`config.mk`:
```
export PLATFORM = sky130hd
export DESIGN_NAME = uart_xon_xoff_transceiver_core
export DESIGN_NICKNAME = d
export VERILOG_FILES = /design/src/design/uxt_pkg.sv /design/src/design/uxt_ram.sv /design/src/design/uxt_rx.sv /design/src/design/uart_xon_xoff_transceiver_core.sv
export SDC_FILE = /design/constraint.sdc
export NUM_CORES = 2
export LEC_CHECK = 0
export BUFFER_PORTS_ARGS = -buffer_cell sky130_fd_sc_hd__buf_2
export CELL_PAD_IN_SITES_DETAIL_PLACEMENT = 1
export CELL_PAD_IN_SITES_GLOBAL_PLACEMENT = 2
export CORE_MARGIN = 2
export CORE_UTILIZATION = 40
export CTS_CLUSTER_DIAMETER = 80
export CTS_CLUSTER_SIZE = 12
export DETAILED_ROUTE_END_ITERATION = 7
export PLACE_DENSITY = 0.67
export SLEW_MARGIN = 20
export SYNTH_ARGS = -nofsm -noshare
export SYNTH_HDL_FRONTEND = slang
export SYNTH_HIERARCHICAL = 1
export SYNTH_SLANG_ARGS = --single-unit
```
`constraint.sdc`:
```
create_clock -name clk -period 6.7 [get_ports clk]
set_clock_uncertainty 0.2 [all_clocks]
set_input_delay 0.335 -clock clk [delete_from_list [all_inputs] [get_ports clk]]
set_output_delay 0.335 -clock clk [all_outputs]
set_load 0.01 [all_outputs]
```
`src/design/uxt_pkg.sv`:
```
// Shared types and constants for the UART transceiver with XON/XOFF flow control.
// Used by uxt_rx and uart_xon_xoff_transceiver_core; depends on nothing.
package uxt_pkg;

	// Bit timing, in timer ticks
	localparam int TICKS_PER_BIT = 12;
	localparam int START_DELAY   = 5;

	// Transmit buffer geometry
	localparam int BUF_DEPTH = 256;
	localparam int BUF_AW    = $clog2(BUF_DEPTH);

	localparam logic [3:0] TICKS_PER_BIT_W = 4'(TICKS_PER_BIT);
	localparam logic [3:0] START_DELAY_W   = 4'(START_DELAY);
	localparam logic [8:0] BUF_DEPTH_W     = 9'(BUF_DEPTH);

	// Flow-control codes
	localparam logic [7:0] XON_CODE  = 8'd17;
	localparam logic [7:0] XOFF_CODE = 8'd19;

	// Bit counts of one frame
	localparam logic [3:0] DATA_BITS  = 4'd8;
	localparam logic [3:0] FRAME_BITS = 4'd9;

	// Function codes of an input word
	typedef enum logic [2:0] {
		FN_TICK      = 3'd0,
		FN_WRITE_BUF = 3'd1,
		FN_START_ARR = 3'd2,
		FN_QUEUE_CTL = 3'd3,
		FN_CLEAR_RX  = 3'd4
	} func_t;

	// Receiver phases
	typedef enum logic [5:0] {
		RX_IDLE  = 6'b000001,
		RX_START = 6'b000010,
		RX_ARM   = 6'b000100,
		RX_WAIT  = 6'b001000,
		RX_BIT   = 6'b010000,
		RX_DONE  = 6'b100000
	} rx_phase_t;

	// Transmitter phases
	typedef enum logic [5:0] {
		TX_IDLE     = 6'b000001,
		TX_BEGIN    = 6'b000010,
		TX_WAIT     = 6'b000100,
		TX_BIT      = 6'b001000,
		TX_NEXT     = 6'b010000,
		TX_CTRL_END = 6'b100000
	} tx_phase_t;

	// Completed-byte event from the receiver
	typedef struct packed {
		logic       done;
		logic [7:0] data;
	} rx_event_t;

endpackage

```
`src/design/uxt_ram.sv`:
```
// Generic single-port-write, single-port-read RAM with registered read data.
// Depends on nothing; read returns the contents before a same-cycle write.
module uxt_ram #(
	parameter int WIDTH = 8,
	parameter int DEPTH = 256
) (
	input  logic                     clk,
	input  logic                     we,
	input  logic [$clog2(DEPTH)-1:0] waddr,
	input  logic [WIDTH-1:0]         wdata,
	input  logic [$clog2(DEPTH)-1:0] raddr,
	output logic [WIDTH-1:0]         rdata
);

	logic [WIDTH-1:0] mem_q [DEPTH];
	logic [WIDTH-1:0] rdata_q;

	// Write and registered read
	always_ff @(posedge clk) begin
		if (we) begin
			mem_q[waddr] <= wdata;
		end
		rdata_q <= mem_q[raddr];
	end

	assign rdata = rdata_q;

endmodule

```
`src/design/uxt_rx.sv`:
```
// UART receiver: start detect, start delay, eight samples one bit apart.
// Depends on uxt_pkg; reports each completed byte as an rx_event_t.
module uxt_rx (
	input  logic               clk,
	input  logic               arst_n,
	input  logic               tick,
	input  logic               line,
	output uxt_pkg::rx_event_t ev
);
	import uxt_pkg::*;

	rx_phase_t  phase_q, phase_d;
	logic [3:0] ticks_q, ticks_d;
	logic [3:0] bits_q, bits_d;
	logic [7:0] shift_q, shift_d;

	// Flag the completed byte on the tick that closes it
	always_comb begin
		ev.done = tick && (phase_q == RX_DONE);
		ev.data = shift_q;
	end

	// Advance the receive phase on each tick
	always_comb begin
		phase_d = phase_q;
		ticks_d = ticks_q;
		bits_d  = bits_q;
		shift_d = shift_q;
		if (tick) begin
			case (phase_q)
				RX_IDLE: begin
					ticks_d = 4'd0;
					if (!line) phase_d = RX_START;
				end
				RX_START: begin
					ticks_d = ticks_q + 4'd1;
					if (ticks_d == START_DELAY_W) phase_d = RX_ARM;
				end
				RX_ARM: begin
					ticks_d = 4'd0;
					bits_d  = 4'd0;
					phase_d = RX_WAIT;
				end
				RX_WAIT: begin
					ticks_d = ticks_q + 4'd1;
					if (ticks_d == TICKS_PER_BIT_W) begin
						phase_d = (bits_q != DATA_BITS) ? RX_BIT : RX_DONE;
					end
				end
				RX_BIT: begin
					ticks_d = 4'd0;
					bits_d  = bits_q + 4'd1;
					shift_d = {line, shift_q[7:1]};
					phase_d = RX_WAIT;
				end
				RX_DONE: phase_d = RX_IDLE;
				default: phase_d = RX_IDLE;
			endcase
		end
	end

	always_ff @(posedge clk or negedge arst_n) begin
		if (!arst_n) begin
			phase_q <= RX_IDLE;
			ticks_q <= 4'd0;
			bits_q  <= 4'd0;
			shift_q <= 8'd0;
		end else begin
			phase_q <= phase_d;
			ticks_q <= ticks_d;
			bits_q  <= bits_d;
			shift_q <= shift_d;
		end
	end

endmodule

```
`src/design/uart_xon_xoff_transceiver_core.sv`:
```
// Top level of the UART transceiver with XON/XOFF flow control.
// Depends on uxt_pkg, uxt_ram (transmit buffer) and uxt_rx (receiver).
//
//   channel | handshake           | payload
//   --------+---------------------+-------------------------------------------
//   input   | in_valid / in_ready | func rx_line buf_index buf_byte
//           |                     | array_length control_byte
//   output  | out_valid/out_ready | tx_line rx_byte rx_valid paused
//           |                     | array_busy control_busy
//
// A word lands in the input register at its accepting edge; the state update
// and the result register load when it is stepped. One word is accepted every
// cycle while the result register is not stalled.
// The transmit buffer read is addressed by the next send index, so its
// registered data is ready for the following word; a same-cycle write bypasses.
// Reset clears all control state; the buffer is not cleared.
// A stalled result holds the input register; both sides idle independently.
module uart_xon_xoff_transceiver_core (
	input  logic       clk,
	input  logic       arst_n,
	input  logic       in_valid,
	output logic       in_ready,
	input  logic [2:0] func,
	input  logic       rx_line,
	input  logic [7:0] buf_index,
	input  logic [7:0] buf_byte,
	input  logic [8:0] array_length,
	input  logic [7:0] control_byte,
	output logic       out_valid,
	input  logic       out_ready,
	output logic       tx_line,
	output logic [7:0] rx_byte,
	output logic       rx_valid,
	output logic       paused,
	output logic       array_busy,
	output logic       control_busy
);
	import uxt_pkg::*;

	// Input register
	logic       valid_s1;
	logic [2:0] func_s1;
	logic       line_s1;
	logic [7:0] bidx_s1, bval_s1, cval_s1;
	logic [8:0] alen_s1;

	// Result register
	logic       out_valid_q;
	logic       tx_line_q, rx_valid_q, paused_q, array_busy_q, control_busy_q;
	logic [7:0] rx_byte_q;

	// Block state
	tx_phase_t  tx_phase_q, tx_phase_d;
	logic [3:0] tx_ticks_q, tx_ticks_d;
	logic [3:0] tx_bits_q, tx_bits_d;
	logic [7:0] tx_shift_q, tx_shift_d;
	logic [7:0] rx_hold_q, rx_hold_d;
	logic       rx_full_q, rx_full_d;
	logic       pause_q, pause_d;
	logic       array_q, array_d;
	logic       ctl_pend_q, ctl_pend_d;
	logic [7:0] ctl_val_q, ctl_val_d;
	logic [8:0] send_idx_q, send_idx_d;
	logic [8:0] send_len_q, send_len_d;
	logic       line_out_q, line_out_d;
	logic [8:0] idx_inc;

	// Buffer access
	logic              buf_we;
	logic [BUF_AW-1:0] buf_raddr;
	logic [7:0]        ram_rdata, buf_rdata;
	logic              byp_q;
	logic [7:0]        byp_data_q;

	logic      adv, proc, tick;
	rx_event_t rx_ev;

	// Move a word when the result register is free or being taken
	assign adv      = !out_valid_q || out_ready;
	assign proc     = valid_s1 && adv;
	assign in_ready = !valid_s1 || adv;
	assign tick     = proc && (func_s1 == FN_TICK);

	uxt_rx u_rx (
		.clk    (clk),
		.arst_n (arst_n),
		.tick   (tick),
		.line   (line_s1),
		.ev     (rx_ev)
	);

	assign buf_we    = proc && (func_s1 == FN_WRITE_BUF) && ({1'b0, bidx_s1} < BUF_DEPTH_W);
	assign buf_raddr = send_idx_d[BUF_AW-1:0];
	assign buf_rdata = byp_q ? byp_data_q : ram_rdata;
	assign idx_inc   = send_idx_q + 9'd1;

	uxt_ram #(.WIDTH(8), .DEPTH(BUF_DEPTH)) u_buf (
		.clk   (clk),
		.we    (buf_we),
		.waddr (bidx_s1[BUF_AW-1:0]),
		.wdata (bval_s1),
		.raddr (buf_raddr),
		.rdata (ram_rdata)
	);

	// Step the block state for the word in the input register
	always_comb begin
		tx_phase_d = tx_phase_q;
		tx_ticks_d = tx_ticks_q;
		tx_bits_d  = tx_bits_q;
		tx_shift_d = tx_shift_q;
		rx_hold_d  = rx_hold_q;
		rx_full_d  = rx_full_q;
		pause_d    = pause_q;
		array_d    = array_q;
		ctl_pend_d = ctl_pend_q;
		ctl_val_d  = ctl_val_q;
		send_idx_d = send_idx_q;
		send_len_d = send_len_q;
		line_out_d = line_out_q;
		if (proc) begin
			case (func_s1)
				FN_TICK: begin
					// Receiver result, taken only while no byte is held: flow control during an array send, else hold
					if (rx_ev.done && !rx_full_q) begin
						if (array_q) begin
							if (rx_ev.data == XON_CODE) pause_d = 1'b0;
							else if (rx_ev.data == XOFF_CODE) pause_d = 1'b1;
						end else begin
							rx_hold_d = rx_ev.data;
							rx_full_d = 1'b1;
						end
					end
					// Transmitter
					case (tx_phase_q)
						TX_IDLE: begin
							line_out_d = 1'b1;
							if (array_q || ctl_pend_q) tx_phase_d = TX_BEGIN;
						end
						TX_BEGIN: begin
							if (!pause_d) begin
								tx_shift_d = array_q ? buf_rdata : ctl_val_q;
								line_out_d = 1'b0;
								tx_bits_d  = 4'd0;
								tx_ticks_d = 4'd0;
								tx_phase_d = TX_WAIT;
							end
						end
						TX_WAIT: begin
							tx_ticks_d = tx_ticks_q + 4'd1;
							if (tx_ticks_d == TICKS_PER_BIT_W) begin
								if (tx_bits_q != FRAME_BITS) tx_phase_d = TX_BIT;
								else if (array_q) tx_phase_d = TX_NEXT;
								else tx_phase_d = TX_CTRL_END;
							end
						end
						TX_BIT: begin
							tx_ticks_d = 4'd0;
							if (tx_bits_q < DATA_BITS) begin
								line_out_d = tx_shift_q[0];
								tx_shift_d = {1'b0, tx_shift_q[7:1]};
							end else begin
								line_out_d = 1'b1;
							end
							tx_bits_d  = tx_bits_q + 4'd1;
							tx_phase_d = TX_WAIT;
						end
						TX_NEXT: begin
							if (idx_inc < send_len_q) begin
								send_idx_d = idx_inc;
								tx_phase_d = TX_BEGIN;
							end else begin
								array_d    = 1'b0;
								send_idx_d = 9'd0;
								tx_phase_d = TX_IDLE;
							end
						end
						TX_CTRL_END: begin
							ctl_pend_d = 1'b0;
							tx_phase_d = TX_IDLE;
						end
						default: tx_phase_d = TX_IDLE;
					endcase
				end
				FN_START_ARR: begin
					if (!array_q && (alen_s1 != 9'd0)) begin
						send_len_d = (alen_s1 > BUF_DEPTH_W) ? BUF_DEPTH_W : alen_s1;
						array_d    = 1'b1;
					end
				end
				FN_QUEUE_CTL: begin
					if (!ctl_pend_q) begin
						ctl_val_d  = cval_s1;
						ctl_pend_d = 1'b1;
					end
				end
				FN_CLEAR_RX: rx_full_d = 1'b0;
				default: ;
			endcase
		end
	end

	// Hold the input word until it is stepped
	always_ff @(posedge clk or negedge arst_n) begin
		if (!arst_n) begin
			valid_s1 <= 1'b0;
		end else if (in_ready) begin
			valid_s1 <= in_valid;
		end
	end

	always_ff @(posedge clk) begin
		if (in_ready && in_valid) begin
			func_s1 <= func;
			line_s1 <= rx_line;
			bidx_s1 <= buf_index;
			bval_s1 <= buf_byte;
			alen_s1 <= array_length;
			cval_s1 <= control_byte;
		end
	end

	// Capture a buffer write that lands on the address being read
	always_ff @(posedge clk or negedge arst_n) begin
		if (!arst_n) begin
			byp_q <= 1'b0;
		end else begin
			byp_q <= buf_we && (bidx_s1[BUF_AW-1:0] == buf_raddr);
		end
	end

	always_ff @(posedge clk) begin
		byp_data_q <= bval_s1;
	end

	// Update block state
	always_ff @(posedge clk or negedge arst_n) begin
		if (!arst_n) begin
			tx_phase_q <= TX_IDLE;
			tx_ticks_q <= 4'd0;
			tx_bits_q  <= 4'd0;
			tx_shift_q <= 8'd0;
			rx_hold_q  <= 8'd0;
			rx_full_q  <= 1'b0;
			pause_q    <= 1'b0;
			array_q    <= 1'b0;
			ctl_pend_q <= 1'b0;
			ctl_val_q  <= 8'd0;
			send_idx_q <= 9'd0;
			send_len_q <= 9'd0;
			line_out_q <= 1'b1;
		end else begin
			tx_phase_q <= tx_phase_d;
			tx_ticks_q <= tx_ticks_d;
			tx_bits_q  <= tx_bits_d;
			tx_shift_q <= tx_shift_d;
			rx_hold_q  <= rx_hold_d;
			rx_full_q  <= rx_full_d;
			pause_q    <= pause_d;
			array_q    <= array_d;
			ctl_pend_q <= ctl_pend_d;
			ctl_val_q  <= ctl_val_d;
			send_idx_q <= send_idx_d;
			send_len_q <= send_len_d;
			line_out_q <= line_out_d;
		end
	end

	// Load the result word
	always_ff @(posedge clk or negedge arst_n) begin
		if (!arst_n) begin
			out_valid_q <= 1'b0;
		end else if (adv) begin
			out_valid_q <= valid_s1;
		end
	end

	always_ff @(posedge clk) begin
		if (proc) begin
			tx_line_q      <= line_out_q;
			rx_byte_q      <= rx_hold_d;
			rx_valid_q     <= rx_full_d;
			paused_q       <= pause_d;
			array_busy_q   <= array_d;
			control_busy_q <= ctl_pend_d;
		end
	end

	assign out_valid    = out_valid_q;
	assign tx_line      = tx_line_q;
	assign rx_byte      = rx_byte_q;
	assign rx_valid     = rx_valid_q;
	assign paused       = paused_q;
	assign array_busy   = array_busy_q;
	assign control_busy = control_busy_q;

`ifndef SYNTHESIS
	a_idx_in_range: assert property (@(posedge clk) disable iff (!arst_n)
		array_q |-> (send_idx_q < send_len_q))
		else $error("send index ran past the array length");

	a_idx_cleared: assert property (@(posedge clk) disable iff (!arst_n)
		!array_q |-> (send_idx_q == 9'd0))
		else $error("send index not cleared after array send");

	a_len_bound: assert property (@(posedge clk) disable iff (!arst_n)
		send_len_q <= BUF_DEPTH_W)
		else $error("array length above buffer depth");

	a_idle_line: assert property (@(posedge clk) disable iff (!arst_n)
		(tx_phase_q == TX_IDLE) |-> line_out_q)
		else $error("transmit line low while transmitter idle");

	a_clear_rx: assert property (@(posedge clk) disable iff (!arst_n)
		(proc && (func_s1 == FN_CLEAR_RX)) |=> !rx_full_q)
		else $error("received byte still held after clear");
`endif

endmodule
```
==> results list <==
* Die area: 218,900 um2
* Most repeated library cell on the critical path: sky130_fd_sc_hd__buf_12
- The floorplan has 170 rows.
- 56 I/O pins were placed.
- CTS placed an instance of sky130_fd_sc_hd__clkbuf_16 at the clock tree root.
* Number of vias after detailed routing: 42,980
- Share of the core filled with cells in the final layout: 44.96%
* Crit end category: flop
* Crit share post-route: 96.49%
* Post-synth EDFFs: 2,098
- Final routed DRC violation total: 0
- Number of endpoints failing setup at the final stage: 0
- Together, buffers and inverters on the worst path number 4.
- Number of warnings reported in the yosys synthesis log: 6
- Arrival time of the worst setup path: 6.97 ns
* Internal power summed over all cells: 21,300 uW
- Nets: 4,559
- Fraction of final layout cells with drive strength greater than 1: 21.09%
- Tightest slew margin relative to the limit: 22.41%
- The analysis attributes to cell leakage a power of 0.02890 uW.
- Seq cells post-synth: 2,200
- Count of max-cap constraint violations: 0
* Class of the most critical hold timing path: input port to flop
- Average instance area after synthesis: 20.16 um2
- Maximum number of pins on one net before global-route repair: 205
- Required time worst endpoint: 7.20 ns
- Grt total ovfl: 0
- Final RePlAce weighted congestion: 0.8246
- The flow ran to the end, and the final reports show no timing, DRC or antenna violations.
- Post-Synthesis Cell Area: 86,070 um2
- On the critical path the largest part of the delay comes from simple AND/OR/NAND/NOR gates.
- Port Buffer Count: 55
- Count of pins over their slew limit: 0
- Core ar.: 214,200 um2
* Final Instance Count excl. Fillers: 7,406
- TritonCTS Buffers: 202
* Drt via density: 5.804
- Power spread over the standard cell area amounts to 281.2 nW/um2.
- Fraction of synthesis flops using an asynchronous set or reset pin: 3.909%
* Die outline height: 467.9 um
- Clock power share: 38.4%
- Dividing the detail-routed wire length by the instance count gives 30.91 um.
- CP max FO: 48
- The analysis attributes to net switching a power of 5786 uW.
- The setup path with the least slack is of type flop to flop.
- Clk sinks: 2,200
- The die is 467.9 um wide.
- Drt first pass iters: 6
* Global-route usage over all layers: 20.95%
* Post-synthesis instance total: 4,270
- TritonCTS built the clock tree.
- Post-route minimum period: 6.465 ns
- The initial antenna violation count is 2.
* Sequential group share of total power: 56.5%
* Wire length of the first global-routing pass: 330,800 um
- IR drop worst, VDD: 0.2203 mV
- Most frequently used flop master after synthesis: sky130_fd_sc_hd__edfxtp_1
- Switching share of total power: 21.36%
* Critical path, cell by cell: ha_1, and3_1, and3_1, xor2_1, ha_1, a21oi_1, o21ai_1, nor2_1, nand2_1, o21ai_4, buf_12, buf_12, buf_12, mux4_2, mux4_2, nor2b_1, nor4_1, buf_4, nor4_1
- The initial utilization of the core area, before any placement, comes to 40.18%.
* Antenna-violating nets left: 0
- Layout area overhead: 11.88%
- Worst-Skew Late Latency: 0.85 ns
- Max clock buf depth: 3
- Summing all placed instances gives a cell area of 89,860 um2.
* Number of nets produced by synthesis: 4,328
- Largest incremental delay on the critical path: 0.85 ns
- Synth cell types: 85
- Unrepaired setup endpoints after global routing: false
* Number of levels in the clock H-tree: 4
- Number of global-route vias before repair: 44,620
- Of the total power, combinational logic draws 5.1%.
- Post-CTS Setup Bufs: 0
- DP Cell Count: 7,053
* Achievable Freq: 154.7 MHz
* Critical Path Slowest Stage Cell: sky130_fd_sc_hd__nor4_1
- The first routing iteration left 4,059 violations.
- Count of final hold-check violations: 0
* Clock-pin slew of the registers on the worst-case setup and hold paths: 0.06 ns
* Register-to-register setup slack: 0.23 ns
- The worst setup path is launched from a flop.
* Layout filler cell count: 19,690
- After legalization and detailed placement, the total HPWL measured 140,600 um.
- After synthesis, flip-flops and latches occupy 76.07% of the total area.
- Post-detailed-routing wire length: 228,900 um
- At the pin with the least slew margin, the transition time is 1.164 ns.
- Once layout is done, the placed cells without fillers occupy 96,300 um2.
-- flip-flops by register name, summed over array words and instances, names as in the netlist, 8 cells and up --
register,flops
send_len_q,9
byp_data_q,8
bval_s1,8
rx_byte,8
u_rx/shift_q,8
u_buf/mem_q,2048
ctl_val_q,8
u_buf/rdata,8
rx_hold_q,8
alen_s1,9
bidx_s1,8
send_idx_q,9
cval_s1,8
tx_shift_q,8
-- synthesized netlist by cell type (all sizes together) (4+ instances only) --
cell / count / share of area, %
a2111oi: 5 / 0.061
a211oi: 18 / 0.16
a21oi: 101 / 0.59
a221oi: 14 / 0.15
a22o: 11 / 0.11
a22oi: 133 / 1.2
a31oi: 6 / 0.044
and2: 9 / 0.065
and3: 8 / 0.058
buf: 128 / 1.3
clkbuf: 123 / 0.54
dfrtp: 83 / 2.4
dfxtp: 16 / 0.37
edfxtp: 2098 / 73
ha: 17 / 0.25
inv: 24 / 0.10
mux2: 39 / 0.55
mux2i: 143 / 1.7
mux4: 456 / 12
nand2: 83 / 0.36
nand2b: 26 / 0.19
nand3: 49 / 0.28
nand4: 18 / 0.13
nor2: 303 / 1.3
nor2b: 40 / 0.29
nor3: 32 / 0.19
nor3b: 7 / 0.073
nor4: 34 / 0.29
nor4b: 4 / 0.041
o211ai: 10 / 0.087
o21ai: 68 / 0.40
o221ai: 47 / 0.49
o22a: 5 / 0.051
o22ai: 28 / 0.20
o32ai: 6 / 0.070
o41ai: 4 / 0.041
or2: 5 / 0.036
xnor2: 9 / 0.092
xor2: 11 / 0.11
-- power by group through the flow --
stage	clock network [uW]	logic, uW	registers, uW
2_1_floorplan	0	859	15700
3_3_place_gp	0	1340	15600
3_5_place_dp	0	1370	15600
4_1_cts	10700	1410	15300
5_1_grt	11100	1510	15300
6_report	10400	1380	15300
-- metrics by stage --
stage	hold slack (ns)	total power [uW]	setup slack (ns)	setup TNS, ns
CTS	0.02780	27370	0.1137	0
global route	0.04676	27930	0.003686	0
finish	0.09207	27080	0.2348	0
floorplan	-0.1606	16540	1.971	0
detailed placement	0.07079	16950	0.1432	0
global placement	0.07212	16930	-0.07961	-0.1079
-- worst register-to-register path: cells and delay by family, from the launching register on --
family	cells	cell delay [ns]
AO/OA/AOI/OAI	3	0.70
XOR/XNOR	1	0.19
adder cells (fa/ha/maj)	2	0.61
buffers and inverters	4	0.99
flip-flops	1	0.52
multiplexers	2	1.20
AND/OR/NAND/NOR	7	1.92
-- final cells by class --
cell class / instances / area (um2) / area share (%)
well taps: 2838 / 3551 / 3.687
multi-input cells: 1794 / 19120 / 19.85
diodes: 2 / 5.005 / 0.005197
flip-flops and latches: 2200 / 65480 / 67.99
clock buffers: 256 / 5364 / 5.570
inverters: 25 / 93.84 / 0.09745
repair buffers: 278 / 2495 / 2.591
clock inverters: 13 / 192.7 / 0.2001
-- per-layer routing --
layer	share of wire, %	vias up	global-route usage [%]
met2	48	1304	33.79
met4	2.6	0	5.968
met5	0	-	0
li1	-	18010	-
met3	5.3	293	3.234
met1	44	23370	29.60
-- worst paths after layout --
kind	startpoint	endpoint	depth (start not counted)
setup / recovery	send_idx_q[0]	u_buf/rdata[1]	19
hold / removal	buf_byte[7]	bval_s1[7]	2
setup reg to reg	send_idx_q[0]	u_buf/rdata[1]	19
hold reg to reg	func_s1[2]	rx_full_q	1
max in group asynchronous	arst_n	send_idx_q[2]	4
min in group asynchronous	arst_n	u_rx/bits_q[3]	4
-- repair_timing --
| action | in CTS | in global routing |
|---|---|---|
| endpoints found under the hold margin | 125 | 0 |
| endpoints found under the setup margin | 0 | 2 |
| gates resized for setup | 0 | 2 |
| hold buffers | 80 | 0 |
-- cell families (layout without fill, tap and decap cells) --
group	Yosys count	after routing	share of synthesized area, %
adder cells (fa/ha/maj)	17	17	0.2471
XOR/XNOR	20	20	0.2035
other	0	2	0
multiplexers	638	638	14.15
AND/OR/NAND/NOR	636	636	3.519
flip-flops	2200	2200	76.07
buffers and inverters	276	572	1.904
AO/OA/AOI/OAI	483	483	3.897
-- cells in the final DEF (no fill, tap or decap), types with 10 or more instances in the layout --
| cell | instances |
|---|---|
| sky130_fd_sc_hd__a211oi_1 | 18 |
| sky130_fd_sc_hd__a21oi_1 | 100 |
| sky130_fd_sc_hd__a221oi_1 | 13 |
| sky130_fd_sc_hd__a22o_1 | 11 |
| sky130_fd_sc_hd__a22oi_1 | 133 |
| sky130_fd_sc_hd__buf_12 | 26 |
| sky130_fd_sc_hd__buf_2 | 54 |
| sky130_fd_sc_hd__buf_4 | 118 |
| sky130_fd_sc_hd__clkbuf_1 | 49 |
| sky130_fd_sc_hd__clkbuf_16 | 207 |
| sky130_fd_sc_hd__dfrtp_1 | 83 |
| sky130_fd_sc_hd__dfxtp_1 | 16 |
| sky130_fd_sc_hd__dlygate4sd3_1 | 79 |
| sky130_fd_sc_hd__edfxtp_1 | 2098 |
| sky130_fd_sc_hd__ha_1 | 17 |
| sky130_fd_sc_hd__inv_1 | 24 |
| sky130_fd_sc_hd__mux2_2 | 29 |
| sky130_fd_sc_hd__mux2i_1 | 143 |
| sky130_fd_sc_hd__mux4_2 | 454 |
| sky130_fd_sc_hd__nand2_1 | 83 |
| sky130_fd_sc_hd__nand2b_1 | 26 |
| sky130_fd_sc_hd__nand3_1 | 46 |
| sky130_fd_sc_hd__nand4_1 | 18 |
| sky130_fd_sc_hd__nor2_1 | 298 |
| sky130_fd_sc_hd__nor2b_1 | 36 |
| sky130_fd_sc_hd__nor3_1 | 32 |
| sky130_fd_sc_hd__nor4_1 | 27 |
| sky130_fd_sc_hd__o211ai_1 | 10 |
| sky130_fd_sc_hd__o21ai_0 | 55 |
| sky130_fd_sc_hd__o221ai_1 | 46 |
| sky130_fd_sc_hd__o22ai_1 | 28 |
| sky130_fd_sc_hd__xor2_1 | 11 |
Note: power is estimated with default switching activity, not from simulation.
